$ cat src/rtl/core/sid_pkg.sv
// ============================================================================
// Signed integer divider package
// The flags type shared by the stages of the signed integer divider.
// ============================================================================
package sid_pkg;

   // Side information that travels with each word down the division chain.
   typedef struct packed {
      logic neg;
      logic dbz;
   } sid_flags_type;

endpackage

$ cat src/rtl/core/sid_post.sv
// ============================================================================
// Signed integer divider result stage
// Applies the sign, saturation and zero divisor rules into the output register.
// ============================================================================
module sid_post #(
   parameter int WIDTH = 32
) (
   input  logic                  clock,
   input  logic                  reset,
   input  logic                  in_valid,
   output logic                  in_ready,
   input  sid_pkg::sid_flags_type in_flags,
   input  logic [WIDTH-1:0]      in_quotient,
   output logic                  out_valid,
   input  logic                  out_ready,
   output logic [WIDTH-1:0]      out_quotient,
   output logic                  out_overflow,
   output logic                  out_divide_by_zero
);

   localparam logic [WIDTH-1:0] MaxPos = {1'b0, {(WIDTH-1){1'b1}}};

   logic             valid_ff;
   logic [WIDTH-1:0] quotient_ff, quotient_in;
   logic             overflow_ff, overflow_in;
   logic             dbz_ff;

   assign in_ready = !valid_ff || out_ready;

   always_comb begin
      overflow_in = 1'b0;
      if (in_flags.dbz) begin
         quotient_in = '0;
      end else if (in_flags.neg) begin
         quotient_in = ~in_quotient + 1'b1;
      end else if (in_quotient[WIDTH-1]) begin
         quotient_in = MaxPos;
         overflow_in = 1'b1;
      end else begin
         quotient_in = in_quotient;
      end
   end

   always_ff @(posedge clock) begin
      if (reset) begin
         valid_ff <= 1'b0;
      end else if (in_ready) begin
         valid_ff <= in_valid;
      end
   end

   always_ff @(posedge clock) begin
      if (in_valid && in_ready) begin
         quotient_ff <= quotient_in;
         overflow_ff <= overflow_in;
         dbz_ff      <= in_flags.dbz;
      end
   end

   assign out_valid          = valid_ff;
   assign out_quotient       = quotient_ff;
   assign out_overflow       = overflow_ff;
   assign out_divide_by_zero = dbz_ff;

endmodule
$ cat config.mk
export PLATFORM = sky130hd
export DESIGN_NAME = sid_post
export DESIGN_NICKNAME = d
export VERILOG_FILES = /design/src/rtl/core/sid_pkg.sv /design/src/rtl/core/sid_post.sv
export SDC_FILE = /design/constraint.sdc
export NUM_CORES = 1
export LEC_CHECK = 0
export BUFFER_PORTS_ARGS = -buffer_cell sky130_fd_sc_hd__buf_4
export CORE_AREA = 2 2 78 80
export CTS_CLUSTER_DIAMETER = 60
export DETAILED_ROUTE_END_ITERATION = 16
export DIE_AREA = 0 0 80 82
export PLACE_DENSITY_LB_ADDON = 0.12
export REMOVE_ABC_BUFFERS = 1
export SLEW_MARGIN = 10
export SYNTH_ARGS = -nofsm -noshare
export SYNTH_HDL_FRONTEND = slang
export SYNTH_SLANG_ARGS = --single-unit
$ cat constraint.sdc
create_clock -name clock -period 3.7 [get_ports clock]
set_input_delay 0.37 -clock clock [delete_from_list [all_inputs] [get_ports clock]]
set_output_delay 0.37 -clock clock [all_outputs]
set_load 0.03 [all_outputs]
Yosys cells after proc, flatten, opt, wreduce, memory -nomap -nowiden
Index checks and enable logic that the tools add are counted.
{"block": "totals", "n_memories": 0, "ramBits": 0, "latch_bits": 0, "register_bits": 35, "mem_bits_ro": 0, "elab_cells": 13}
{"block": "classes", "div_mod_pow": 0, "n_mul": 0, "bitwise_logic": 1, "n_eq_ne": 0, "reduce_logical": 4, "mux": 3, "magnitude_cmp": 0, "shifts": 0, "addsub": 1}
{"op": "adder 32 x 1 -> 32 bit (second input constant)", "n": 1}
{"op": "two-way mux 32 bit", "n": 1}
{"op": "NOT 32 bit", "n": 1}
{"op": "two-way mux 31 bit", "n": 1}
{"op": "OR reduction 2 bit", "n": 1}
{"op": "logical AND 1 bit", "n": 1}
{"op": "logical NOT 1 bit", "n": 1}
{"op": "logical OR 1 bit", "n": 1}
{"op": "two-way mux 1 bit", "n": 1}

Logic depth before layout (Yosys ltp)
{"block": "logic_depth", "ltp_word": 3, "depth_mapped": 7, "mapped_depth_nobuf": 6}

Worst setup path before layout
Ideal clock, no wire load.
{"block": "synth_path", "kind": "input-to-reg", "startpoint": "in in_quotient[12]", "endpoint": "reg quotient_ff[27], in the netlist out_quotient[27], data pin", "setup_slack_ns": 1.308, "cell_stages": 6, "required_ns": 3.497, "arrival_time_ns": 2.189, "setup_ns": 0.203, "cell_sequence": "clkbuf_1 or3_1 or4_4 buf_6 o311a_1 a2111oi_1"}
{"block": "synth_between", "elab_chain_len": 3}
{"element": "from (decl)", "line_no": "sid_post.sv:13", "text": "input logic [WIDTH-1:0] in_quotient,"}
{"element": "NOT 32 bit", "line_no": "sid_post.sv:35", "text": "quotient_in = ~in_quotient + 1'b1;"}
{"element": "adder 32 x 1 -> 32 bit", "line_no": "sid_post.sv:35"}
{"element": "two-way mux 32 bit", "line_no": "sid_post.sv:34", "text": "end else if (in_flags.neg) begin"}
{"element": "to (signal assigned)", "line_no": "sid_post.sv:54", "text": "quotient_ff <= quotient_in;"}
{"element": "to (decl)", "line_no": "sid_post.sv:24", "text": "logic [WIDTH-1:0] quotient_ff, quotient_in;"}
No other way between the ends.
A chain may end at the register's enable or synchronous reset.

Worst setup path after layout
{"block": "layout_path", "startpoint": "in in_quotient[15]", "endpoint": "reg quotient_ff[27], in the netlist out_quotient[27], data pin"}
Same word-level chain as after synthesis.

==> reports/results.txt <==
The tightest min-delay check is of the primary input to register type. The H-tree was split into 2 levels. The initial antenna violation count was 0.

The area share of the largest cell type after synthesis came out at 45.66%. The tools report the sequential fraction of the synthesis area as 46.56%. The width of the chip is 80 um. 74 I/O pins were placed. The later pin in the worst-skew pair is clocked with a latency of 0.28 ns. Counting flops and latches in the post-synthesis netlist gives 35.

In this run the mean area of a mapped cell was 9.596 sq um. The via count of the first global-routing pass came out at 2,028. In the final layout, the multi-input gates occupy 1044 sq um. The tools report the number of max-slew violations in the final report as 0. The tree is rooted in a sky130_fd_sc_hd__clkbuf_8. The first global-routing pass estimated 9873 um of wire. In this run the post-CTS setup repair buffer count came out at 0. The post-detailed-route via-to-cell ratio was 5.949; the total via count in the routed design was 2,219. The first TritonRoute pass finished after 4 iterations. Switching fraction of total power: 30.01%. The tools report the fraction of the core area covered by cells at the end of the flow as 50.57%. For the pin with the worst max-slew slack, the measured transition is 0.8398 ns. By count the netlist is led by 34 x sky130_fd_sc_hd__edfxtp_1, 19 x sky130_fd_sc_hd__clkbuf_1, 17 x sky130_fd_sc_hd__a21oi_1. The run finished with clean final reports.

The final wirelength was 6230 um. The power per standard cell area is 341.8 nW/um^2. The number of inserted filler cells in the final layout was 567; the detailed router's first-iteration violation count was 211. Registers take 1041 sq um. In this run the tightest slew margin relative to its limit is 43.81%. The repair_antennas step left the layout with diodes totalling 0.

Of all nets on the critical path, the largest fanout is 10. Number of nets in the layout: 336. The analysis attributes to net switching a power of 0.0002980 W. The total negative slack for setup checks came out at 0 ns. The post-route netlist has 30.20% of its cells at a drive strength greater than 1. In the post-synthesis netlist, the biggest area contributors are sky130_fd_sc_hd__edfxtp_1 46%, sky130_fd_sc_hd__a211oi_1 4.4%, sky130_fd_sc_hd__a311oi_1 4.3%. After detailed routing, the number of remaining DRC violations is 0.

The placeable core region is 5746 sq um, and the final worst hold slack is 0.2227 ns. The worst setup path is captured at a register. The logs give 0 for the number of cells upsized or downsized after cts and 0 for the number of maximum-capacitance constraint violations. Combinational logic is responsible for 24.8% of the overall power. At the worst endpoint, the required time is 3.77 ns. TritonCTS built the clock tree. Per report_power, the sequential group accounts for 48.1% of the total. In this run, distinct cell masters in the synthesized netlist total 44. During placement, the flow inserted port buffers numbering 73. Summed over all instances, the cell type with the most area after synthesis is sky130_fd_sc_hd__edfxtp_1. Dividing the final minimum period by the clock period gives 61.59%. After synthesis the cells add up to 2236 sq um.

During synthesis, Yosys emitted a total of 0 warnings. The die covers 6560 sq um. The tools report the largest buffer count on any clock path as 2. The number of routed nets with antenna violations is 0, and the data arrival time at the worst-slack endpoint is 2.35 ns. Chip height: 82 um. The average detailed-routed wire length per instance is 16.70 um, and the clock transition at the registers of the reported paths is 0.07 ns.

The tools report the maximum clock frequency as 438.8 MHz. The most used flip-flop cell after synthesis is sky130_fd_sc_hd__edfxtp_1. The critical path in this run is classified as primary input to register. The tree built by TritonCTS fans out to 35 sinks. The weighted congestion at the end of routability-driven global placement is 0.7781, and the growth of design area from synthesis to finish is 29.94%.

The run gives 1.129 nW as the leakage dissipation. Setup violations remaining at the end of the flow were counted as 0. Entering global routing, the biggest net connects 46 pins. The share of flip-flops with an asynchronous set or reset after synthesis was 0%.

Global routing finished with a remaining overflow of 0. Number of enable flip-flop cells after synthesis: 34. The total CTS buffers was 5; the clock network fraction of design power was 27.2%.

In this run the core area contains 28 standard-cell rows. For the effective utilization at floorplan, the log shows 38.92%. The final-report hold violation count was 0. VDD sags by at most 0.1575 mV.

The clock skew was 0.005069 ns; the hold buffer count at cts was 0. The tools report the startpoint kind of the worst setup timing path as a primary input. Final critical delay including setup and external delays: 2.279 ns. Setup repair after global routing left no endpoint under its margin. Global routing used 19.42% of the available tracks across all layers. The logs give 0.0006950 W for the internal power of the cells and 233 for the count of mapped cells out of synthesis. The HPWL after detailed placement was 4230 um. The most common cell in the synthesized netlist was sky130_fd_sc_hd__edfxtp_1.
==> sequential cells by signal, summed over array words and instances, names as in the netlist <==
name and cells:
out_quotient 32, out_valid 1, out_divide_by_zero 1, out_overflow 1
==> area by class of cell <==
class	count	area share [%]
clock buffer	7	2.627
clock inverter	1	0.1723
inverter	14	1.809
multi-input combinational	162	35.92
sequential	35	35.83
tap	75	3.230
timing repair buffer	79	20.41
==> final timing paths <==
check	startpoint	to	slack, ns	depth (start not counted)
hold / removal	reset	out_valid	0.22	2
setup / recovery	in_quotient[15]	out_quotient[27]	1.42	5
setup reg to reg	out_valid	out_quotient[4]	2.03	3
hold reg to reg	out_valid	out_valid	0.52	2
==> power by group through the flow <==
stage | registers, W | logic [W] | clock network (W)
floorplan | 0.000543 | 0.0000677 | 0
global placement | 0.000486 | 0.000244 | 0
detailed placement | 0.000487 | 0.000245 | 0
CTS | 0.000478 | 0.000246 | 0.000278
global route | 0.000480 | 0.000266 | 0.000296
finish | 0.000477 | 0.000246 | 0.000270
==> kinds of logic after synthesis <==
group | count (synthesis) | synth area share (%)
multiplexers | 1 | 0.4477
adder cells (fa/ha/maj) | 1 | 0.5595
flip-flops | 35 | 46.56
AO/OA/AOI/OAI | 77 | 25.57
buffers and inverters | 36 | 6.771
AND/OR/NAND/NOR | 83 | 20.09
==> cell usage in the layout, fill, tap and decap left out, types with 2 or more instances in the layout <==
cell type                  instances
sky130_fd_sc_hd__nand4_1           6
sky130_fd_sc_hd__clkbuf_8          5
sky130_fd_sc_hd__o311a_1           5
sky130_fd_sc_hd__o311ai_0          3
sky130_fd_sc_hd__inv_1            13
sky130_fd_sc_hd__nand2b_1          2
sky130_fd_sc_hd__a311oi_1         11
sky130_fd_sc_hd__buf_4            79
sky130_fd_sc_hd__a31o_2            2
sky130_fd_sc_hd__o31ai_1           3
sky130_fd_sc_hd__a41o_1            3
sky130_fd_sc_hd__a211oi_1         13
sky130_fd_sc_hd__clkbuf_1          2
sky130_fd_sc_hd__a21oi_1          17
sky130_fd_sc_hd__nor2_1           16
sky130_fd_sc_hd__nor4_1           12
sky130_fd_sc_hd__o211a_1           3
sky130_fd_sc_hd__or2_2             2
sky130_fd_sc_hd__or3_1             5
sky130_fd_sc_hd__nand3_1          10
sky130_fd_sc_hd__a31oi_1           4
sky130_fd_sc_hd__o21ai_0           5
sky130_fd_sc_hd__and3_1            3
sky130_fd_sc_hd__edfxtp_1         34
sky130_fd_sc_hd__nor3_1           11
sky130_fd_sc_hd__a211o_1           2
sky130_fd_sc_hd__nand2_1           8
sky130_fd_sc_hd__nor4b_1           2
==> layer usage <==
metal	vias up	wire (um)	track usage (%)
li1	1072	-	-
met1	1063	2897	27.35
met2	75	2889	29.67
met3	9	370	4.286
met4	0	72	6.441
met5	-	0	0
==> critical path: stages <==
cell and delay (ns):
sky130_fd_sc_hd__buf_4 0.13, sky130_fd_sc_hd__or3_1 0.50, sky130_fd_sc_hd__or4_4 0.63, sky130_fd_sc_hd__o311a_1 0.36, sky130_fd_sc_hd__a2111oi_1 0.37
==> stage by stage <==
step / cell area [sq um] / total power [W] / cells / setup slack, ns
3_5_place_dp: 2824 / 0.0007316 / 365 / 1.147
3_3_place_gp: 2824 / 0.0007293 / 365 / 1.224
6_report: 2905 / 0.0009931 / 373 / 1.421
4_1_cts: 2905 / 0.001002 / 373 / 1.436
5_1_grt: 2905 / 0.001042 / 373 / 1.312
2_1_floorplan: 2137 / 0.0006105 / 211 / 1.076
No activity file was read; power rests on OpenSTA's default activity.
