File: config.mk
export PLATFORM = sky130hd
export DESIGN_NAME = sid_prep
export DESIGN_NICKNAME = d
export VERILOG_FILES = /design/src/rtl/core/sid_pkg.sv /design/src/rtl/core/sid_prep.sv
export SDC_FILE = /design/constraint.sdc
export NUM_CORES = 1
export LEC_CHECK = 0
export BUFFER_PORTS_ARGS = -buffer_cell sky130_fd_sc_hd__buf_2
export CAP_MARGIN = 20
export CORE_MARGIN = 1.5
export CORE_UTILIZATION = 53
export DETAILED_ROUTE_END_ITERATION = 10
export PLACE_DENSITY = 0.95
export SYNTH_ARGS = -nofsm -noshare
export SYNTH_HDL_FRONTEND = slang
export SYNTH_SLANG_ARGS = --single-unit
File: constraint.sdc
create_clock -name clock -period 5.5 [get_ports clock]
set_clock_uncertainty 0.05 [all_clocks]
set_input_delay 0.275 -clock clock [delete_from_list [all_inputs] [get_ports clock]]
set_output_delay 0.275 -clock clock [all_outputs]
set_load 0.03 [all_outputs]
File: src/rtl/core/sid_pkg.sv
// ============================================================================
// Signed integer divider package
// The flags type shared by the stages of the signed integer divider.
// ============================================================================
package sid_pkg;

   // Side information that travels with each word down the division chain.
   typedef struct packed {
      logic neg;
      logic dbz;
   } sid_flags_type;

endpackage

File: src/rtl/core/sid_prep.sv
// ============================================================================
// Signed integer divider operand stage
// Registers operand magnitudes, the quotient sign and the zero divisor flag.
// ============================================================================
module sid_prep #(
   parameter int WIDTH = 32
) (
   input  logic                  clock,
   input  logic                  reset,
   input  logic                  in_valid,
   output logic                  in_ready,
   input  logic [WIDTH-1:0]      in_dividend,
   input  logic [WIDTH-1:0]      in_divisor,
   output logic                  out_valid,
   input  logic                  out_ready,
   output sid_pkg::sid_flags_type out_flags,
   output logic [WIDTH-1:0]      out_mag_divisor,
   output logic [WIDTH-1:0]      out_work
);

   logic                  valid_ff;
   sid_pkg::sid_flags_type flags_ff, flags_in;
   logic [WIDTH-1:0]      mag_divisor_ff, mag_divisor_in;
   logic [WIDTH-1:0]      work_ff, work_in;
   logic                  neg_a, neg_b;

   assign in_ready = !valid_ff || out_ready;

   always_comb begin
      neg_a          = in_dividend[WIDTH-1];
      neg_b          = in_divisor[WIDTH-1];
      work_in        = neg_a ? (~in_dividend + 1'b1) : in_dividend;
      mag_divisor_in = neg_b ? (~in_divisor + 1'b1) : in_divisor;
      flags_in.neg   = neg_a ^ neg_b;
      flags_in.dbz   = (in_divisor == '0);
   end

   always_ff @(posedge clock) begin
      if (reset) begin
         valid_ff <= 1'b0;
      end else if (in_ready) begin
         valid_ff <= in_valid;
      end
   end

   always_ff @(posedge clock) begin
      if (in_valid && in_ready) begin
         flags_ff       <= flags_in;
         mag_divisor_ff <= mag_divisor_in;
         work_ff        <= work_in;
      end
   end

   assign out_valid       = valid_ff;
   assign out_flags       = flags_ff;
   assign out_mag_divisor = mag_divisor_ff;
   assign out_work        = work_ff;

endmodule

### Word-level counts from Yosys, hierarchy flattened

Index checks and enable logic that the tools add are counted.

* add/subtract/negate cells: 2
* mux-type cells: 2
* bitwise logic cells: 3
* reduce and logical (&&, ||, !) cells: 4

Operators with widths (number)
* adder 32 x 1 -> 32 bit (second input constant): 2
* NOT 32 bit: 2
* 2-to-1 mux 31 bit: 2
* zero test 32 bit: 1
* logical AND 1 bit: 1
* zero test 1 bit: 1
* logical OR 1 bit: 1
* XOR 1 bit: 1

* register bits: 67
* bits of input ports: 68
* output and inout port bits: 68
* logic and storage cells: 18

### Depth between registers and ports, before layout

Gate-level depths: netlist (run 1).

* word-level depth: 3
* mapped depth: 6
* depth with buffers taken out: 6

### Worst setup path after synthesis (run 1)

No wires, ideal clock.

* kind: flip-flop to flip-flop
* start point: register valid_ff, in the netlist out_valid
* end point: register flags_ff (netlist bit out_flags[0]), enable pin
* setup time: 431 ps
* arrival time: 2342 ps
* data required time: 5019 ps
* setup slack: 2677 ps
* cell stages (with the launch flop): 3
* buffers on the path: 0
* clock period less this slack: 2823 ps
* path through: dfxtp_1 -> nand2b_1 -> and2_1

* word-level cells in the longest chain between the ends: 3

Ends and longest elaborated chain
* start, declared: RTL line sid_prep.sv:21 `logic valid_ff;`
* start signal, assigned: RTL line sid_prep.sv:42 `valid_ff <= in_valid;`
* zero test 1 bit: RTL line sid_prep.sv:27 `assign in_ready = !valid_ff || out_ready;`
* logical OR 1 bit: RTL line sid_prep.sv:27
* via in_ready: RTL line sid_prep.sv:11 `output logic in_ready,`
* logical AND 1 bit: RTL line sid_prep.sv:47 `if (in_valid && in_ready) begin`
* end signal, assigned: RTL line sid_prep.sv:48 `flags_ff <= flags_in;`
* end, declared: RTL line sid_prep.sv:22 `sid_pkg::sid_flags_type flags_ff, flags_in;`

The timed path passes the listed nets, and every way through them passes these cells.
A chain may end at the register's enable or synchronous reset.

### Final worst setup path (run 1)

* start point: input in_dividend[1]
* end point: register work_ff[30], in the netlist out_work[30] (data pin)

* word-level cells in the longest chain between the ends: 3

Ends and longest elaborated chain
* start, declared: RTL line sid_prep.sv:12 `input logic [WIDTH-1:0] in_dividend,`
* NOT 32 bit: RTL line sid_prep.sv:32 `work_in = neg_a ? (~in_dividend + 1'b1) : in_dividend;`
* adder 32 x 1 -> 32 bit: RTL line sid_prep.sv:32
* 2-to-1 mux 31 bit: RTL line sid_prep.sv:32
* via work_in[30]: RTL line sid_prep.sv:24 `logic [WIDTH-1:0] work_ff, work_in;`
* end signal, assigned: RTL line sid_prep.sv:50 `work_ff <= work_in;`
* end, declared: RTL line sid_prep.sv:24

The timed path passes the listed nets, and every way through them passes these cells.

==> flow_summary.yaml, run 1 <==
floorplan:
  core_mm2: 0.00642
  die_w_um: 84.9
  die_h_um: 84.9
  io_pins: 136
  start_util: 0.553
  rows: 29
  fp.dieArea_mm2: 0.00720
min_path:
  holdCritPathClass: "in -> reg"
  timing.hold.worst.start: "reset"
  min_delay_path_depth: 2
logic_synthesis:
  synth_top_area_cell: "edfxtp_1"
  synth_common_cells: "edfxtp_1 (66), xnor2_1 (55), nand2_1 (24)"
  ys_ff_latch: 67
  synth_top_area_frac: 0.558
  syn-cell-area_mm2: 0.00355
  syn_nets: 358
  yosys_most_used_dff: "edfxtp_1"
  ys_seq_area_frac: 0.563
  synth_edf_count: 66
  syn_inst: 286
  async_flop_share: 0
  yosysMostFrequentCell: "edfxtp_1"
  synth_cell_types: 39
  synth.avg_cell_area_um2: 12.4
  synthTopCellsByArea: "edfxtp_1 (56%), xnor2_1 (14%), o31ai_1 (3.6%)"
  synth-warning-count: 0
worst_setup_path:
  cp.arrival_ns: 1.98
  cpPeakStageDelay_ns: 0.40
  crit_type: "in -> reg"
  crit_fanout: 5
  critPathSlowestCell: "or3_1"
  r2r_cells: 3
  crit_required_ns: 5.59
  end_kind: "flip-flop"
  reg2reg_from: "out_valid"
  setup.worst_path.start: "in_dividend[1]"
  startpoint_type: "primary input"
  worstPathCellList: "buf_2 -> inv_1 -> ha_1 -> nor4b_1 -> nand4_1 -> or3_1 -> o311ai_1"
timing:
  hold-worst-slack_ns: 0.0363
  drv_slew: 0
  max_freq_ghz: 0.528
  setup-tns-final_ns: 0
  finalHoldViolations: 0
  rsz0062_at_grt: "no"
  fin_crit_ns: 1.89
  min_period_over_period: 0.344
  tightest_slew_ns: 0.818
  max_slew_margin: 0.455
  setup_viol: 0
final_layout:
  syn_to_final_growth_pct: 25.9
  final-seq-area_mm2: 0.00200
  fin_nets: 498
  antenna_cells: 0
  drive_gt1_frac: 0.381
  n_fill_cell: 463
  multi_input_area_mm2: 0.00148
  final_area_mm2: 0.00447
pwr:
  leakagePower_nw: 1.70
  ir_drop_mv: 0.145
  power_density_mw_per_mm2: 284
  power_mw: 1.27
global_route:
  grt-ovfl-total: 0
  grt_max_degree: 67
  grt_pass1_wl_um: 13100
  antenna_found_initial: 0
  grt_use_total: 0.233
  grt_pass1_vias: 2879
clock_tree:
  cts_tree: "yes"
  clockBufferDepth: 2
  post-cts-setup-buffer-count: 0
  htree_levels: 3
  clkLatencyLatePin_ns: 0.33
  ctsHoldBuffers: 0
  post_cts_resized: 0
  cts_sinks: 67
  cts_made_buffers: 9
  cts_root_buffer: "clkbuf_8"
  path_clk_slew_ns: 0.07
run_status:
  status: "complete, but fails checks"
  violations: "DRC"
routing:
  highest_layer: "met4"
  vias: 2920
  wl_met1_um: 3080
  drt-wirelength-per-cell_um: 16.2
  met3_wirelength_um: 699
  wl_met2_um: 4340
  via_per_inst: 5.75
  drtPass1Iterations: 8
  drt_iter0_drc: 220
  drc: 12
  wirelength_um: 8250
  ant_nets: 0
placement:
  gp_congestion: 0.871
  placed_cell_area_mm2: 0.00429
  port-buffer-count: 135
  hpwl_um: 6240
run:
  max_cap_violations: 0
-- kinds of logic (layout without fill, tap and decap cells) --
group / count (synthesis) / count (layout) / share of synthesized area
simple gates: 91 / 91 / 0.150
xor+xnor: 58 / 58 / 0.143
buf+inv: 15 / 160 / 0.0208
flops: 67 / 67 / 0.563
compound gates: 51 / 51 / 0.109
fa+ha+maj: 4 / 4 / 0.0141
-- through the flow --
step                      instances  setup WS [ns]   util
final                           508           3.61  0.696
after global routing            508           3.42  0.696
after CTS                       508           3.65  0.696
after detailed placement        492           3.28  0.668
after global placement          492           3.43  0.668
after floorplan                 286           2.68      -
-- cells in the final DEF (no fill, tap or decap), types with 2 or more instances in the layout --
cell type	synthesis	routed
or4_1	3	3
a31oi_1	2	2
xor2_1	3	3
nand2b_1	5	5
nand4_2	2	2
nor4_1	12	12
o31ai_1	17	17
nand3_1	3	3
clkinv_1	0	3
nor4_2	2	2
ha_1	4	4
o41ai_1	8	8
edfxtp_1	66	66
nand4_1	5	5
clkinv_2	0	2
nor2_1	11	11
o21ai_0	17	17
or3_1	5	5
o41ai_2	2	2
xnor2_1	55	55
buf_2	0	135
or4_4	2	2
nand3b_1	2	2
nor3_1	5	5
clkbuf_8	1	9
inv_1	8	8
a21oi_1	2	2
nor4b_1	3	3
nand2_1	24	24
-- worst paths after layout --
check / to / slack, ns
min reg2reg: out_valid / 0.47
max reg2reg: out_mag_divisor[23] / 3.86
min: out_valid / 0.04
max: out_work[30] / 3.61
-- layer usage --
| layer | global-route usage | up-vias |
|---|---|---|
| met5 | 0 | - |
| met4 | 0.0984 | 0 |
| met3 | 0.0457 | 15 |
| met2 | 0.435 | 172 |
| met1 | 0.259 | 1354 |
| li1 | - | 1379 |
-- registers in the layout, indices dropped and copies added (netlist names) --
signal,count
out_flags,2
out_mag_divisor,32
out_valid,1
out_work,32
-- critical path: cells and delay by family --
family / cells / cell delay [ns]
AO/OA/AOI/OAI: 1 / 0.27
adder cells (fa/ha/maj): 1 / 0.17
AND/OR/NAND/NOR: 3 / 1.06
buffers and inverters: 2 / 0.21
-- report_power, final --
group          switching [mW]  internal (mW)  total [mW]
clock                   0.182          0.203       0.385
combinational           0.177         0.0860       0.263
sequential            0.00917          0.614       0.623
-- cell type report --
class / instances / area share
clock inverters: 7 / 0.0131
repair buffers: 136 / 0.153
well taps: 77 / 0.0215
flip-flops and latches: 67 / 0.448
clock buffers: 9 / 0.0277
multi-input cells: 204 / 0.331
inverters: 8 / 0.00671
Power figures use the tool's default switching activity.
==> run 2: changes to the inputs <==
- CORE_UTILIZATION: 53 -> 49
- PLACE_DENSITY: 0.95 -> 0.92
- clock period: 5.5 -> 1.9 ns (I/O delays scaled with it)
==> flow_summary.yaml, run 2 (synthesized netlist as in run 1, its figures left out) <==
clock_tree:
  clockBufferDepth: 2
  cts_tree: "yes"
  cts_sinks: 67
  clkLatencyLatePin_ns: 0.33
  cts_made_buffers: 9
  htree_levels: 3
  cts_root_buffer: "clkbuf_8"
  path_clk_slew_ns: 0.07
run:
  max_cap_violations: 0
floorplan:
  die_h_um: 88.2
  core_mm2: 0.00691
  start_util: 0.514
  rows: 30
  io_pins: 136
  die_w_um: 88.2
  fp.dieArea_mm2: 0.00777
routing:
  vias: 3000
  drt_iter0_drc: 101
  ant_nets: 0
  drc: 0
  drtPass1Iterations: 5
  via_per_inst: 5.52
  drt-wirelength-per-cell_um: 15.4
  wirelength_um: 8370
final_layout:
  stdcell_count: 543
  drive_gt1_frac: 0.403
  final_area_mm2: 0.00466
  final-seq-area_mm2: 0.00200
  n_fill_cell: 532
  multi_input_area_mm2: 0.00153
  layout_common_cells: "buf_2 (135), edfxtp_1 (66), xnor2_1 (55)"
  syn_to_final_growth_pct: 31.1
  fin_nets: 514
  layout_commonest_cell: "buf_2"
  antenna_cells: 0
pwr:
  leakagePower_nw: 1.78
  ir_drop_mv: 0.470
  power_density_mw_per_mm2: 760
  power_mw: 3.54
global_route:
  grt_pass1_vias: 2862
  antenna_found_initial: 0
  grt_pass1_wl_um: 12900
  grt_use_total: 0.218
  grt-ovfl-total: 0
  grt_max_degree: 34
worst_setup_path:
  crit_required_ns: 1.91
  critPathSlowestCell: "dlygate4sd3_1"
  worstPathCellList: "dlygate4sd3_1 -> buf_2 -> nor2_1 -> nand4_4 -> o41ai_1 -> xnor2_1"
  cp.arrival_ns: 1.79
  crit_type: "in -> reg"
  path_buf_inv: 2
  startpoint_type: "primary input"
  cpPeakStageDelay_ns: 0.54
  cp_top_family: "buffers and inverters"
  end_kind: "flip-flop"
  crit_fanout: 11
placement:
  dp.cells: 522
  hpwl_um: 6480
  gp_congestion: 0.884
  port-buffer-count: 135
  placed_cell_area_mm2: 0.00441
timing:
  finalHoldViolations: 0
  tightest_slew_ns: 0.538
  max_freq_ghz: 0.562
  setup_viol: 0
  max_slew_margin: 0.638
  rsz0062_at_grt: "yes"
  min_period_over_period: 0.937
  drv_slew: 0
  fin_crit_ns: 1.78
min_path:
  holdCritPathClass: "in -> reg"
run_status:
  status: "complete, no violations"
run 2: cell count changes in the layout (fill, tap and decap cells not counted), sizes merged:
cell	change
bufinv	-1
dlygate4sd3	+4
clkinv	-1
buf	+12
clkbuf	+3
clkinvlp	-1
run 2: worst reg2reg max path: cells and delay by family, from the launching register on:
family | cells | cell delay [ns]
flops | 1 | 0.31
simple gates | 2 | 0.50
buf+inv | 1 | 0.26
run 2: cell type report:
class / instances / share of cell area
inverter: 8 / 0.00644
clock buffer: 12 / 0.0290
clock inverter: 4 / 0.00376
multi-input combinational: 204 / 0.328
tap: 96 / 0.0258
sequential: 67 / 0.430
timing repair buffer: 152 / 0.177
run 2: per-layer routing:
metal,global-route usage,up-vias,wire length (um),part of all wire
met2,0.411,148,4360,0.52
met1,0.238,1425,3160,0.38
li1,-,1411,-,-
met4,0.0810,0,131,0.016
met5,0,-,0,0
met3,0.0490,16,717,0.086
run 2: path summary, 6_finish.rpt:
check	end	slack (ns)	start	depth (start not counted)
setup / recovery	out_mag_divisor[13]	0.12	in_divisor[0]	6
hold / removal	out_work[28]	0.03	in_dividend[28]	2
setup reg to reg	out_mag_divisor[8]	0.46	out_valid	3
hold reg to reg	out_flags[1]	0.87	out_valid	2
run 2: power breakdown:
group | internal (mW) | switching, mW | leakage, nW
Sequential | 1.78 | 0.0261 | 0.648
Clock | 0.462 | 0.485 | 0.0792
Combinational | 0.269 | 0.522 | 1.05
Total | 2.51 | 1.03 | 1.78
run 2: timing repair:
action	in CTS	in global routing
buffers inserted	0	1
endpoints found under the hold margin	3	0
gates resized for setup	0	7
endpoints found under the setup margin	0	12
hold buffers	4	0
run 2: per-stage QoR:
stage	hold slack (ns)	setup TNS, ns	setup slack (ns)	util
6_report	0.0272	0	0.120	0.675
5_1_grt	0.0394	-0.000829	-0.000829	0.675
4_1_cts	0.0143	0	0.0420	0.666
3_5_place_dp	0.203	-0.0707	-0.0463	0.639
3_3_place_gp	0.198	0	0.0253	0.639
2_1_floorplan	0.114	0	0.123	-
