[config.mk]
export PLATFORM = sky130hd
export DESIGN_NAME = sid_cell
export DESIGN_NICKNAME = d
export VERILOG_FILES = /design/src/rtl/core/sid_pkg.sv /design/src/rtl/core/sid_cell.sv
export SDC_FILE = /design/constraint.sdc
export NUM_CORES = 1
export LEC_CHECK = 0
export BUFFER_PORTS_ARGS = -buffer_cell sky130_fd_sc_hd__buf_2
export CAP_MARGIN = 20
export CORE_MARGIN = 2
export CORE_UTILIZATION = 50
export DETAILED_ROUTE_END_ITERATION = 12
export GPL_ROUTABILITY_DRIVEN = 0
export PLACE_DENSITY = 0.91
export SYNTH_ARGS = -nofsm -noshare
export SYNTH_HDL_FRONTEND = slang
export SYNTH_SLANG_ARGS = --single-unit
[constraint.sdc]
create_clock -name clock -period 4.6 [get_ports clock]
set_clock_uncertainty 0.15 [all_clocks]
set_input_delay 0.46 -clock clock [delete_from_list [all_inputs] [get_ports clock]]
set_output_delay 0.46 -clock clock [all_outputs]
set_load 0.005 [all_outputs]
[src/rtl/core/sid_pkg.sv]
// ============================================================================
// Signed integer divider package
// The flags type shared by the stages of the signed integer divider.
// ============================================================================
package sid_pkg;

   // Side information that travels with each word down the division chain.
   typedef struct packed {
      logic neg;
      logic dbz;
   } sid_flags_type;

endpackage

[src/rtl/core/sid_cell.sv]
// ============================================================================
// Signed integer divider cell
// One restoring shift-and-subtract step on the magnitudes, with its register.
// ============================================================================
module sid_cell #(
   parameter int WIDTH = 32
) (
   input  logic                  clock,
   input  logic                  reset,
   input  logic                  in_valid,
   output logic                  in_ready,
   input  sid_pkg::sid_flags_type in_flags,
   input  logic [WIDTH-1:0]      in_mag_divisor,
   input  logic [WIDTH-1:0]      in_rem,
   input  logic [WIDTH-1:0]      in_work,
   output logic                  out_valid,
   input  logic                  out_ready,
   output sid_pkg::sid_flags_type out_flags,
   output logic [WIDTH-1:0]      out_mag_divisor,
   output logic [WIDTH-1:0]      out_rem,
   output logic [WIDTH-1:0]      out_work
);

   logic                  valid_ff;
   sid_pkg::sid_flags_type flags_ff;
   logic [WIDTH-1:0]      mag_divisor_ff;
   logic [WIDTH-1:0]      rem_ff, rem_in;
   logic [WIDTH-1:0]      work_ff, work_in;
   logic [WIDTH-1:0]      trial;
   logic                  fits;

   assign in_ready = !valid_ff || out_ready;

   // For a nonzero divisor the remainder stays below its magnitude, so its top
   // bit is zero and the shifted value still fits in WIDTH bits.
   always_comb begin
      trial   = {in_rem[WIDTH-2:0], in_work[WIDTH-1]};
      fits    = (trial >= in_mag_divisor);
      rem_in  = fits ? (trial - in_mag_divisor) : trial;
      work_in = {in_work[WIDTH-2:0], fits};
   end

   always_ff @(posedge clock) begin
      if (reset) begin
         valid_ff <= 1'b0;
      end else if (in_ready) begin
         valid_ff <= in_valid;
      end
   end

   always_ff @(posedge clock) begin
      if (in_valid && in_ready) begin
         flags_ff       <= in_flags;
         mag_divisor_ff <= in_mag_divisor;
         rem_ff         <= rem_in;
         work_ff        <= work_in;
      end
   end

   assign out_valid       = valid_ff;
   assign out_flags       = flags_ff;
   assign out_mag_divisor = mag_divisor_ff;
   assign out_rem         = rem_ff;
   assign out_work        = work_ff;

endmodule

### Yosys cells after proc, flatten, opt, wreduce, memory -nomap -nowiden

Cells that the tools add are included.

* flip-flop bits (word level): 99
* latch bits: 0
* bits in writable memories: 0
* bits in read-only memories: 0
* bits of input ports: 102
* output and inout bits: 100
* logic and storage cells: 12
* memories kept: 0

* add/subtract/negate cells: 1
* multiply operators: 0
* div/mod/pow operators: 0
* order comparisons: 1
* equal/unequal tests: 0
* shifts and indexed selects: 0
* multiplexer cells: 1
* bitwise logic cells: 0
* reductions and logical operators: 3

Operator list (number)
* >= comparator 32 bit: 1
* 2-to-1 mux 32 bit: 1
* subtractor 32 bit: 1
* logical AND 1 bit: 1
* logical NOT 1 bit: 1
* logical OR 1 bit: 1

### Logic depth before layout (Yosys ltp)

Gate-level depths: netlist (run 1).

* depth in word-level cells: 3
* gate-level depth with buffers: 12
* depth with buffers taken out: 11

### Worst setup path before layout (run 1)

OpenSTA, ideal clock, no wires.

* path type: input -> register
* start point: input port out_ready
* end point: register flags_ff (netlist bit out_flags[0]), enable pin
* library setup time: 0.468 ns
* arrival: 2.896 ns
* data required time: 3.982 ns
* setup slack: 1.086 ns
* stages on the path: 2
* buffers on the path: 0
* cell sequence: nand2b_1 and2_1

* word-level cells in the longest chain between the ends: 2

Ends and longest elaborated chain
* start: declaration: RTL line sid_cell.sv:17 `input logic out_ready,`
* logical OR 1 bit: RTL line sid_cell.sv:32 `assign in_ready = !valid_ff || out_ready;`
* logical AND 1 bit: RTL line sid_cell.sv:52 `if (in_valid && in_ready) begin`
* end signal: assignment: RTL line sid_cell.sv:53 `flags_ff <= in_flags;`
* end: declaration: RTL line sid_cell.sv:25 `sid_pkg::sid_flags_type flags_ff;`

No other way between the ends.
A chain may end at the register's enable or synchronous reset.

### Worst setup path in the final report (run 1)

* start point: input port in_mag_divisor[2]
* end point: register rem_ff[19], in the netlist out_rem[19] (data pin)

* word-level cells in the longest chain between the ends: 2
* elaborated cells between the ends (all ways): 3
* classes of those cells: 1 x add/sub; 1 x order compare; 1 x mux

Ends and longest elaborated chain
* start: declaration: RTL line sid_cell.sv:13 `input logic [WIDTH-1:0] in_mag_divisor,`
* subtractor 32 bit or >= comparator 32 bit (tied branches): RTL line sid_cell.sv:39, sid_cell.sv:38
* 2-to-1 mux 32 bit (*): RTL line sid_cell.sv:39 `rem_in = fits ? (trial - in_mag_divisor) : trial;`
* net rem_in[19]: RTL line sid_cell.sv:27 `logic [WIDTH-1:0] rem_ff, rem_in;`
* end signal: assignment: RTL line sid_cell.sv:55 `rem_ff <= rem_in;`
* end: declaration: RTL line sid_cell.sv:27

Mark *: on every way through the listed nets, which the timed path passes. The rest lies on a longest branch.

==> results.txt, run 1 <==
via count: 4,197
Worst-Margin Slew: 1.01 ns
depth of the CTS H-tree: 3
setup TNS: 0 ns
vias in the first global route: 4,119
register-to-register setup slack: 2.42 ns
Synth async-reset ratio: 0%
Mapped Area: 5310 sq um
Post-Syn Instances: 428
Root Buffer Master: clkbuf_8
I/O pin count: 202
Final Hold Vio Count: 0
worst hold path class: input port to flip-flop
count leader, synth: edfxtp_1
startpoint class of the critical path: input port
Post-synth EDFFs: 98
Inserted Diodes: 0
warnings from Yosys: 0
f_max: 304 MHz
HP Start: reset
DR iter-0 viols: 285
fill cell count: 760
largest net degree at the start of global routing: 79
register bit count reported by yosys: 99
clock-pin slew on the worst setup and hold paths: 0.11 ns
Leak: 0.00292 uW
CTS Buf Count: 9
initial antenna violation count: 0
worst r2r dst: out_rem[19]
Slew Limit Fails: 0
Initial Util: 51.4%
DP Wirelength: 10,200 um
critical path peak fanout: 17
fin area: 6600 sq um
placed cell area: 6410 sq um
Period minus WS final: 3.29 ns
Resized Gates After CTS: 0
hold depth: 2
# nets final: 758
Main synth FF type: edfxtp_1
vias per inst: 5.50
# setup viols final: 0
clk sinks: 99
Die W: 107 um
Worst setup EP type: flip-flop
Synth-to-Final Area Change: 24.5%
clk buf depth: 2
Syn Area/Cell: 12.4 sq um
Worst Hold End: out_valid
Worst R2R Start: out_valid
top cell type's share of synthesized area: 55.5%
first-pass GRT wire length: 20,300 um
Max VDD drop: 0.000175 V
core area: 10,300 sq um
WS Path Type: input port to flip-flop
Die Ht: 107 um
Core Rows: 37
Remaining DRCs: 0
top cells by count, synth: 98 x edfxtp_1, 37 x inv_1, 33 x a21oi_1, 32 x ha_1, 27 x mux2_2
WP data required: 4.57 ns
clk_lat worst skew: 0.37 ns
port bufs: 200
Detailed Route WL: 13,100 um
synth top area cells: edfxtp_1 55%, ha_1 7.5%, mux2_2 5.7%, a21oi_1 3.1%, xnor2_1 2.8%
reg2reg path depth: 3
total gr overflow: 0
Yosys cell types: 56
cell taking the most area after synthesis: edfxtp_1
setup repair bufs after CTS: 0
Final Cycle Share: 71.5%
share of post-route cells with drive strength above 1: 40.4%
setup repair after global routing missed its margin: no
die footprint: 11,500 sq um
CTS tree: built
DR pass1 iterations: 6
cts hold-fix bufs: 0
Avg WL per Cell: 17.2 um
Synthesized Nets: 563
WP data arrival: 3.26 ns
Power Density: 332 nW/um^2
ANT nets after route: 0
total power: 2190 uW
relative slew slack: 32.4%
register area share after synthesis: 55.8%
gr usage total: 22.9%
outcome: finished clean
number of max-cap violations: 0
how the worst max path moves through the flow:
stage	slack [ns]	from	endpoint	cells after the start
finish	1.31	in_mag_divisor[2]	out_rem[19]	12
global route	1.20	in_work[31]	out_rem[18]	13
CTS	1.35	in_mag_divisor[2]	out_rem[18]	12
detailed placement	0.97	in_mag_divisor[2]	out_rem[22]	12
global placement	1.04	in_work[31]	out_rem[24]	13
floorplan	1.09	out_ready	out_flags[0]	2
stage by stage:
stage / setup slack [ns] / hold WS (ns) / std cells / util [%]
after floorplan: 1.09 / 0.372 / 428 / -
after global placement: 1.04 / 0.339 / 748 / 62.1
after detailed placement: 0.966 / 0.359 / 748 / 62.1
after CTS: 1.35 / 0.0658 / 763 / 64.0
after global routing: 1.20 / 0.0704 / 763 / 64.0
final: 1.31 / 0.0679 / 763 / 64.0
worst max-delay path: stages:
cell,delay (ns)
buf_2,0.10
inv_1,0.04
ha_1,0.34
nor2b_1,0.17
o31a_1,0.32
o41ai_2,0.39
a21oi_2,0.20
o21ai_1,0.19
a21oi_1,0.13
a211oi_4,0.24
buf_4,0.30
mux2_2,0.38
routing by layer:
metal  global-route usage, %  vias up  share of wire, %
met5                       0        -                 0
met4                    6.12        0               1.8
met3                    6.63       29               8.6
met2                    39.8      202                50
met1                    27.8     1985                40
li1                        -     1981                 -
cell usage in the layout (no fill, tap or decap), drive strengths merged, types with 6 or more instances in the layout:
cell	n
edfxtp	98
xnor2	17
buf	203
nand3	8
inv	39
nor2b	6
nor2	16
ha	32
clkbuf	9
xor2	11
nand2	20
nand2b	6
a21o	8
nand4	7
o21ai	19
mux2	30
a21oi	35
where the power goes:
part | switching, uW | total [uW] | leakage, uW | internal (uW)
combinational | 276 | 513 | 0.00187 | 237
clock | 321 | 576 | 0.0000963 | 255
sequential | 18.3 | 1100 | 0.000956 | 1080
logic make-up (layout without fill, tap and decap cells):
logic type                 after synthesis  in the layout  share of synthesized area (%)
muxes                                   32             32                           6.74
and+or+nand+nor                         78             78                           7.31
xor gates and xnor gates                28             28                           4.62
adders and majority gates               33             33                           7.92
AOI/OAI and AO/OA                      102            102                           13.2
DFF                                     99             99                           55.8
buffers and inverters                   56            255                           4.41
registers in the layout (all words and copies together) (netlist names):
name and count:
out_flags 2, out_mag_divisor 32, out_rem 32, out_valid 1, out_work 32
final cells by class:
cell class / instances / area [sq um] / share of cell area [%]
Timing Repair Buffer: 203 / 1020 / 15.5
Multi-Input combinational cell: 273 / 2110 / 32.0
Inverter: 37 / 139 / 2.10
Sequential cell: 99 / 2960 / 44.9
Clock inverter: 6 / 72.6 / 1.10
Tap cell: 136 / 170 / 2.58
Clock buffer: 9 / 124 / 1.88
No activity file was read; power rests on OpenSTA's default activity.
==> inputs of run 2 (changes only) <==
- ABC_AREA: not set -> 1
- CORE_UTILIZATION: 50 -> 52
- PLACE_DENSITY: 0.91 -> 0.92
- clock period: 4.6 -> 3.1 ns (I/O delays scaled with it)
==> run 2 against run 1 <==
Against the previous run: synthesized cell count up 80%; final cell count up 55%; die area up 10%; utilization up 6.8 points; design area up 22%; combinational power up 73%; global-route usage up 2.5 points; via count up 39%; total power up 63%; sequential power up 49%; clock-buffer cell count up 2; critical endpoint is now out_rem[22].
==> results.txt, run 2 <==
Leak: 0.00436 uW (+49%)
Worst setup EP type: flip-flop
register area share after synthesis: 48.5% (-7.3 points)
worst hold path class: input port to flip-flop
Root Buffer Master: clkbuf_16
via count: 5,822 (+39%)
setup repair after global routing missed its margin: no
Inserted Diodes: 0 (unchanged)
depth of the CTS H-tree: 3 (unchanged)
commonest non-fill, non-tap cells in the layout: 309 x nand2_1, 200 x buf_2, 163 x inv_1, 98 x edfxtp_1, 54 x dlygate4sd3_1
total gr overflow: 0 (unchanged)
HP Start: in_mag_divisor[6]
crit path launch: in_mag_divisor[0]
Worst-Margin Slew: 0.742 ns (-0.272 ns)
Mapped Area: 6100 sq um (+15%)
Yosys cell types: 31 (-45%)
Crit path top cell by count: nand2_1
synth top area cells: edfxtp_1 48%, nand2_1 19%, inv_1 10%, ha_1 6.6%, nand3_1 3.5%
Synthesized Nets: 904 (+61%)
Worst R2R Start: out_valid
Detailed Route WL: 16,300 um (+24%)
Synth async-reset ratio: 0% (unchanged)
WS Path Type: input port to flip-flop
clock-pin slew on the worst setup and hold paths: 0.07 ns (-0.04 ns)
Period minus WS final: 2.93 ns
startpoint class of the critical path: input port
Core Rows: 39 (+5.4%)
gr usage total: 25.3% (+2.5 points)
Post-synth EDFFs: 98 (unchanged)
top cell type's share of synthesized area: 48.2% (-7.3 points)
register bit count reported by yosys: 99 (unchanged)
Synth-to-Final Area Change: 32.4%
Post-Syn Instances: 769 (+80%)
DP Wirelength: 11,700 um (+15%)
outcome: finished clean
die footprint: 12,600 sq um (+10%)
Die W: 112 um (+5.0%)
core area: 11,400 sq um (+11%)
setup repair bufs after CTS: 0 (unchanged)
ANT nets after route: 0 (unchanged)
Slew Limit Fails: 0 (unchanged)
# nets final: 1,166 (+54%)
vias in the first global route: 5,532 (+34%)
CTS Buf Count: 9 (unchanged)
total power: 3560 uW (+63%)
Final Hold Vio Count: 0 (unchanged)
I/O pin count: 202 (unchanged)
critical path peak fanout: 30 (+13)
f_max: 342 MHz
WP data arrival: 2.87 ns (-0.39 ns)
count leader, synth: nand2_1
Die Ht: 112 um (+5.0%)
clk buf depth: 2 (unchanged)
first-pass GRT wire length: 25,300 um (+25%)
vias per inst: 4.94 (-10%)
initial antenna violation count: 0 (unchanged)
Final Cycle Share: 94.4%
Main synth FF type: edfxtp_1
clk_lat worst skew: 0.35 ns (-0.02 ns)
Initial Util: 53.5% (+2.1 points)
number of max-cap violations: 0 (unchanged)
setup TNS: 0 ns (unchanged)
Remaining DRCs: 0 (unchanged)
Crit-path slowest cell: dlygate4sd3_1
Syn Area/Cell: 7.94 sq um (-36%)
DR iter-0 viols: 542 (+90%)
top cells by count, synth: 309 x nand2_1, 163 x inv_1, 98 x edfxtp_1, 43 x nand3_1, 41 x nor2_1
clk sinks: 99 (unchanged)
largest net degree at the start of global routing: 58 (-27%)
warnings from Yosys: 0 (unchanged)
relative slew slack: 50.5% (+18 points)
most common cell after layout, fill and taps aside: nand2_1
Avg WL per Cell: 13.8 um (-20%)
cell chain of the critical path: dlygate4sd3_1 -> buf_2 -> ha_1 -> fa_1 -> inv_1 -> nand2_1 -> nand2_1 -> nand3_1 -> nand2_1 -> nand2_1 -> nand3_2 -> nand2_4 -> nand2_8 -> inv_6 -> nand2_1 -> nand2_1
CTS tree: built
WP data required: 3.05 ns (-1.52 ns)
share of post-route cells with drive strength above 1: 22.7% (-18 points)
# setup viols final: 0 (unchanged)
Power Density: 440 nW/um^2 (+33%)
Max VDD drop: 0.000367 V (+110%)
DR pass1 iterations: 6 (unchanged)
cell taking the most area after synthesis: edfxtp_1
port bufs: 200 (unchanged)
critical path's largest stage delay: 0.53 ns (+0.14 ns)
run 2: changes by cell type after synthesis, sizes merged, moves of 6 or more:
cell and delta:
nor2 +29, clkbuf -15, xnor2 -17, mux2 -30, nor2b -6, o21ai -16, nand3 +36, inv +129
nand2b -6, a21o -8, a21oi -15, nand2 +295
run 2: routing by layer:
layer	share of wire, %	track usage, %	routed length (um)	vias to the layer above
met2	49	45.1	8010	291
met3	8.7	5.45	1410	36
li1	-	-	-	2908
met4	2.8	9.92	460	0
met1	39	30.0	6410	2587
met5	0	0	0	-
run 2: kinds of logic (layout without fill, tap and decap cells):
logic type | after synthesis | in the layout | share of synthesized area (%)
AO/OA/AOI/OAI | 27 | 27 | 2.44
XOR/XNOR | 14 | 14 | 2.01
adder cells (fa/ha/maj) | 33 | 33 | 6.89
buffers and inverters | 172 | 438 | 11.2
flip-flops | 99 | 99 | 48.5
AND/OR/NAND/NOR | 424 | 425 | 29.0
run 2: through the flow:
step	util (%)	cell area (sq um)	cells	setup WS, ns	hold slack (ns)
final	70.8	8080	1179	0.172	0.00992
after global routing	70.8	8080	1179	0.0105	0.00385
after CTS	70.6	8060	1177	0.102	0.000254
after detailed placement	63.5	7250	1108	0.312	0.322
after global placement	63.5	7250	1108	0.412	0.315
after floorplan	-	6120	769	0.494	0.229
run 2: worst paths after layout:
kind / endpoint / slack [ns] / cells past startpoint
setup / recovery: out_rem[22] / 0.17 / 16
setup reg to reg: out_rem[26] / 1.44 / 2
hold / removal: out_mag_divisor[6] / 0.01 / 1
hold reg to reg: out_valid / 0.45 / 2
run 2: area by class of cell:
cell class                 instances  area [sq um]
multi-input combinational        499          2480
tap                              143           179
inverter                         166           628
clock buffer                      11           233
fill                             892          3340
sequential                        99          2960
timing repair buffer             256          1560
clock inverter                     5          38.8
run 2: report_power, final:
part | leakage [uW] | total [uW] | internal, uW | switching (uW)
logic | 0.00328 | 889 | 353 | 536
registers | 0.000960 | 1640 | 1610 | 27.2
clock network | 0.000118 | 1030 | 547 | 488
total | 0.00436 | 3560 | 2510 | 1050
run 2: repair_timing:
item                                    in CTS  in global routing
hold endpoints to repair                    53                  1
hold buffers                                53                  1
gates resized for setup                      0                  1
endpoints found under the setup margin       0                 30
run 2: critical path, delay by kind of cell:
family	cells	cell delay (ns)
buffers and inverters	4	0.93
adder cells (fa/ha/maj)	2	0.62
AND/OR/NAND/NOR	10	0.99
==> inputs of run 3 (changes only) <==
- CORE_ASPECT_RATIO: not set -> 0.9
- RECOVER_POWER: not set -> 100
- TNS_END_PERCENT: not set -> 30
==> run 3 against run 2 <==
Against the previous run: the run now ends with capacitance limit, slew limit left; hold slack improved by 0.035 ns; first-iteration DRC count fell by 6.5%; global-route usage rose by 2.0 points; maximum frequency barely moved; sequential share of layout area rose by 0.29 points; die area barely moved; routed wire length rose by 7.3%; design area fell by 0.79%; total power rose by 2.1%; critical path depth fell by 1; clock power rose by 9%; via count fell by 0.26%.
==> results.txt, run 3 (synthesis results as in run 2) <==
Seq pwr share: 45.1% (-0.8 points)
CTS tree: built
most common cell after layout, fill and taps aside: nand2_1
GRT busiest layer: met2
P_int: 2510 uW (+0.13%)
Worst-Margin Slew: 1.97 ns (+1.23 ns)
WP data required: 3.05 ns (about the same)
Power Density: 453 nW/um^2 (+2.9%)
vias in the first global route: 5,716 (+3.3%)
fill cell count: 896 (+0.45%)
hold depth: 1 (unchanged)
gr usage total: 27.3% (+2.0 points)
depth of the CTS H-tree: 3 (unchanged)
f_max: 342 MHz (about the same)
register-to-register setup slack: 0.59 ns (-0.85 ns)
Multi-input gate area: 2470 sq um (-0.45%)
Slew Limit Fails: 40 (+40)
Initial Util: 53.4% (-0.076 points)
worst r2r dst: out_work[30]
switching share of total power: 30.9% (+1.4 points)
total power: 3630 uW (+2.1%)
Root Buffer Master: clkbuf_16
cts hold-fix bufs: 54 (+1.9%)
failing checks: capacitance limit, slew limit
Core Rows: 37 (-5.1%)
Max VDD drop: 0.000271 V (-26%)
share of post-route cells with drive strength above 1: 14.2% (-8.5 points)
Final Cycle Share: 94.4% (about the same)
# setup viols final: 0 (unchanged)
Final Hold Vio Count: 0 (unchanged)
DR iter-0 viols: 507 (-6.5%)
ANT nets after route: 0 (unchanged)
Avg WL per Cell: 14.6 um (+5.8%)
Worst setup EP type: flip-flop
relative slew slack: -31.6% (-82 points)
clock group share of total power: 30.7% (+1.6 points)
initial antenna violation count: 1 (+1)
outcome: finished, violations left
setup repair bufs after CTS: 0 (unchanged)
register area: 2960 sq um (unchanged)
Worst R2R Start: out_valid
clock-pin slew on the worst setup and hold paths: 0.07 ns (about the same)
combinational share of power: 24.2% (-0.8 points)
Leak: 0.00414 uW (-5.0%)
CTS Buf Count: 9 (unchanged)
WS Path Type: input port to flip-flop
setup repair after global routing missed its margin: no
Resized Gates After CTS: 0 (unchanged)
clk sinks: 99 (unchanged)
Synth-to-Final Area Change: 31.3%
GR Util met2: 48.5% (+3.4 points)
GRT met1 Usage: 32.2% (+2.3 points)
DR pass1 iterations: 6 (unchanged)
Worst Hold End: out_mag_divisor[19]
Detailed Route WL: 17,500 um (+7.3%)
Period minus WS final: 2.93 ns (-0.00215 ns)
I/O pin count: 202 (unchanged)
GR met3 Demand/Resource: 6.81% (+1.4 points)
Die W: 118 um (+5.2%)
startpoint class of the critical path: input port
via count: 5,807 (-0.26%)
commonest non-fill, non-tap cells in the layout: 309 x nand2_1, 163 x inv_1, 111 x buf_2, 98 x edfxtp_1, 90 x clkbuf_1
worst hold path class: input port to flip-flop
core area: 11,400 sq um (+0.14%)
setup TNS: 0 ns (unchanged)
reg2reg path depth: 2 (unchanged)
Final Core Density: 70.1% (-0.66 points)
port bufs: 200 (unchanged)
WP data arrival: 2.87 ns (about the same)
Remaining DRCs: 0 (unchanged)
HP Start: in_mag_divisor[19]
clk_lat worst skew: 0.35 ns (about the same)
largest net degree at the start of global routing: 60 (+3.4%)
Net Sw Power: 1120 uW (+6.9%)
fin area: 8020 sq um (-0.79%)
clk buf depth: 2 (unchanged)
first-pass GRT wire length: 27,000 um (+6.7%)
total gr overflow: 0 (unchanged)
number of max-cap violations: 1 (+1)
die footprint: 12,600 sq um (about the same)
vias per inst: 4.86 (-1.6%)
DP Wirelength: 11,900 um (+1.3%)
critical path peak fanout: 19 (-37%)
# nets final: 1,168 (+0.17%)
Die Ht: 107 um (-4.9%)
placed cell area: 7280 sq um (+0.33%)
## run 3: worst max-delay path, cell delays in order
cell and delay, ns:
dlygate4sd3_1 0.53, clkbuf_1 0.11, ha_1 0.23, fa_1 0.38
inv_1 0.14, nand2_1 0.08, nand2_1 0.08, nand3_1 0.07
nand2_1 0.14, nand2_1 0.11, nand3_2 0.09, nand2_4 0.06
nand2_8 0.14, buf_4 0.26, o21ai_0 0.12
## run 3: layout make-up
class | count | area share [%]
sequential | 99 | 37.0
multi-input combinational | 498 | 30.8
timing repair buffer | 259 | 18.3
inverter | 166 | 7.80
clock buffer | 9 | 2.81
tap | 156 | 2.43
clock inverter | 7 | 0.843
antenna | 1 | 0.0312
## run 3: per-stage QoR
step                setup slack (ns)  hold slack (ns)  cells
CTS                            0.175          0.00158   1192
floorplan                      0.494            0.229    769
global route                  0.0326           0.0449   1195
global placement               0.467            0.316   1122
detailed placement             0.394            0.319   1122
finish                         0.174           0.0449   1195
## run 3: worst max path at each step
stage          cells after the start  slack (ns)               from            to
2_1_floorplan                      2        0.49          out_ready  out_flags[0]
3_3_place_gp                      14        0.47  in_mag_divisor[0]    out_rem[0]
3_5_place_dp                      14        0.39  in_mag_divisor[0]    out_rem[1]
4_1_cts                           15        0.17  in_mag_divisor[0]    out_rem[1]
5_1_grt                           15        0.03  in_mag_divisor[0]    out_rem[1]
6_report                          15        0.17  in_mag_divisor[0]    out_rem[1]
## run 3: layer usage
metal,vias to the layer above,share of wire (%),wire (um)
li1,2909,-,-
met1,2595,40,6980
met2,259,49,8650
met3,44,7.8,1360
met4,0,2.8,484
met5,-,0,0
## run 3: power by group through the flow
| stage | Clock, uW | Combinational [uW] | Sequential [uW] |
|---|---|---|---|
| floorplan | 0 | 509 | 1680 |
| global placement | 0 | 793 | 1660 |
| detailed placement | 0 | 815 | 1660 |
| CTS | 1130 | 875 | 1630 |
| global route | 1200 | 985 | 1650 |
| finish | 1120 | 879 | 1640 |
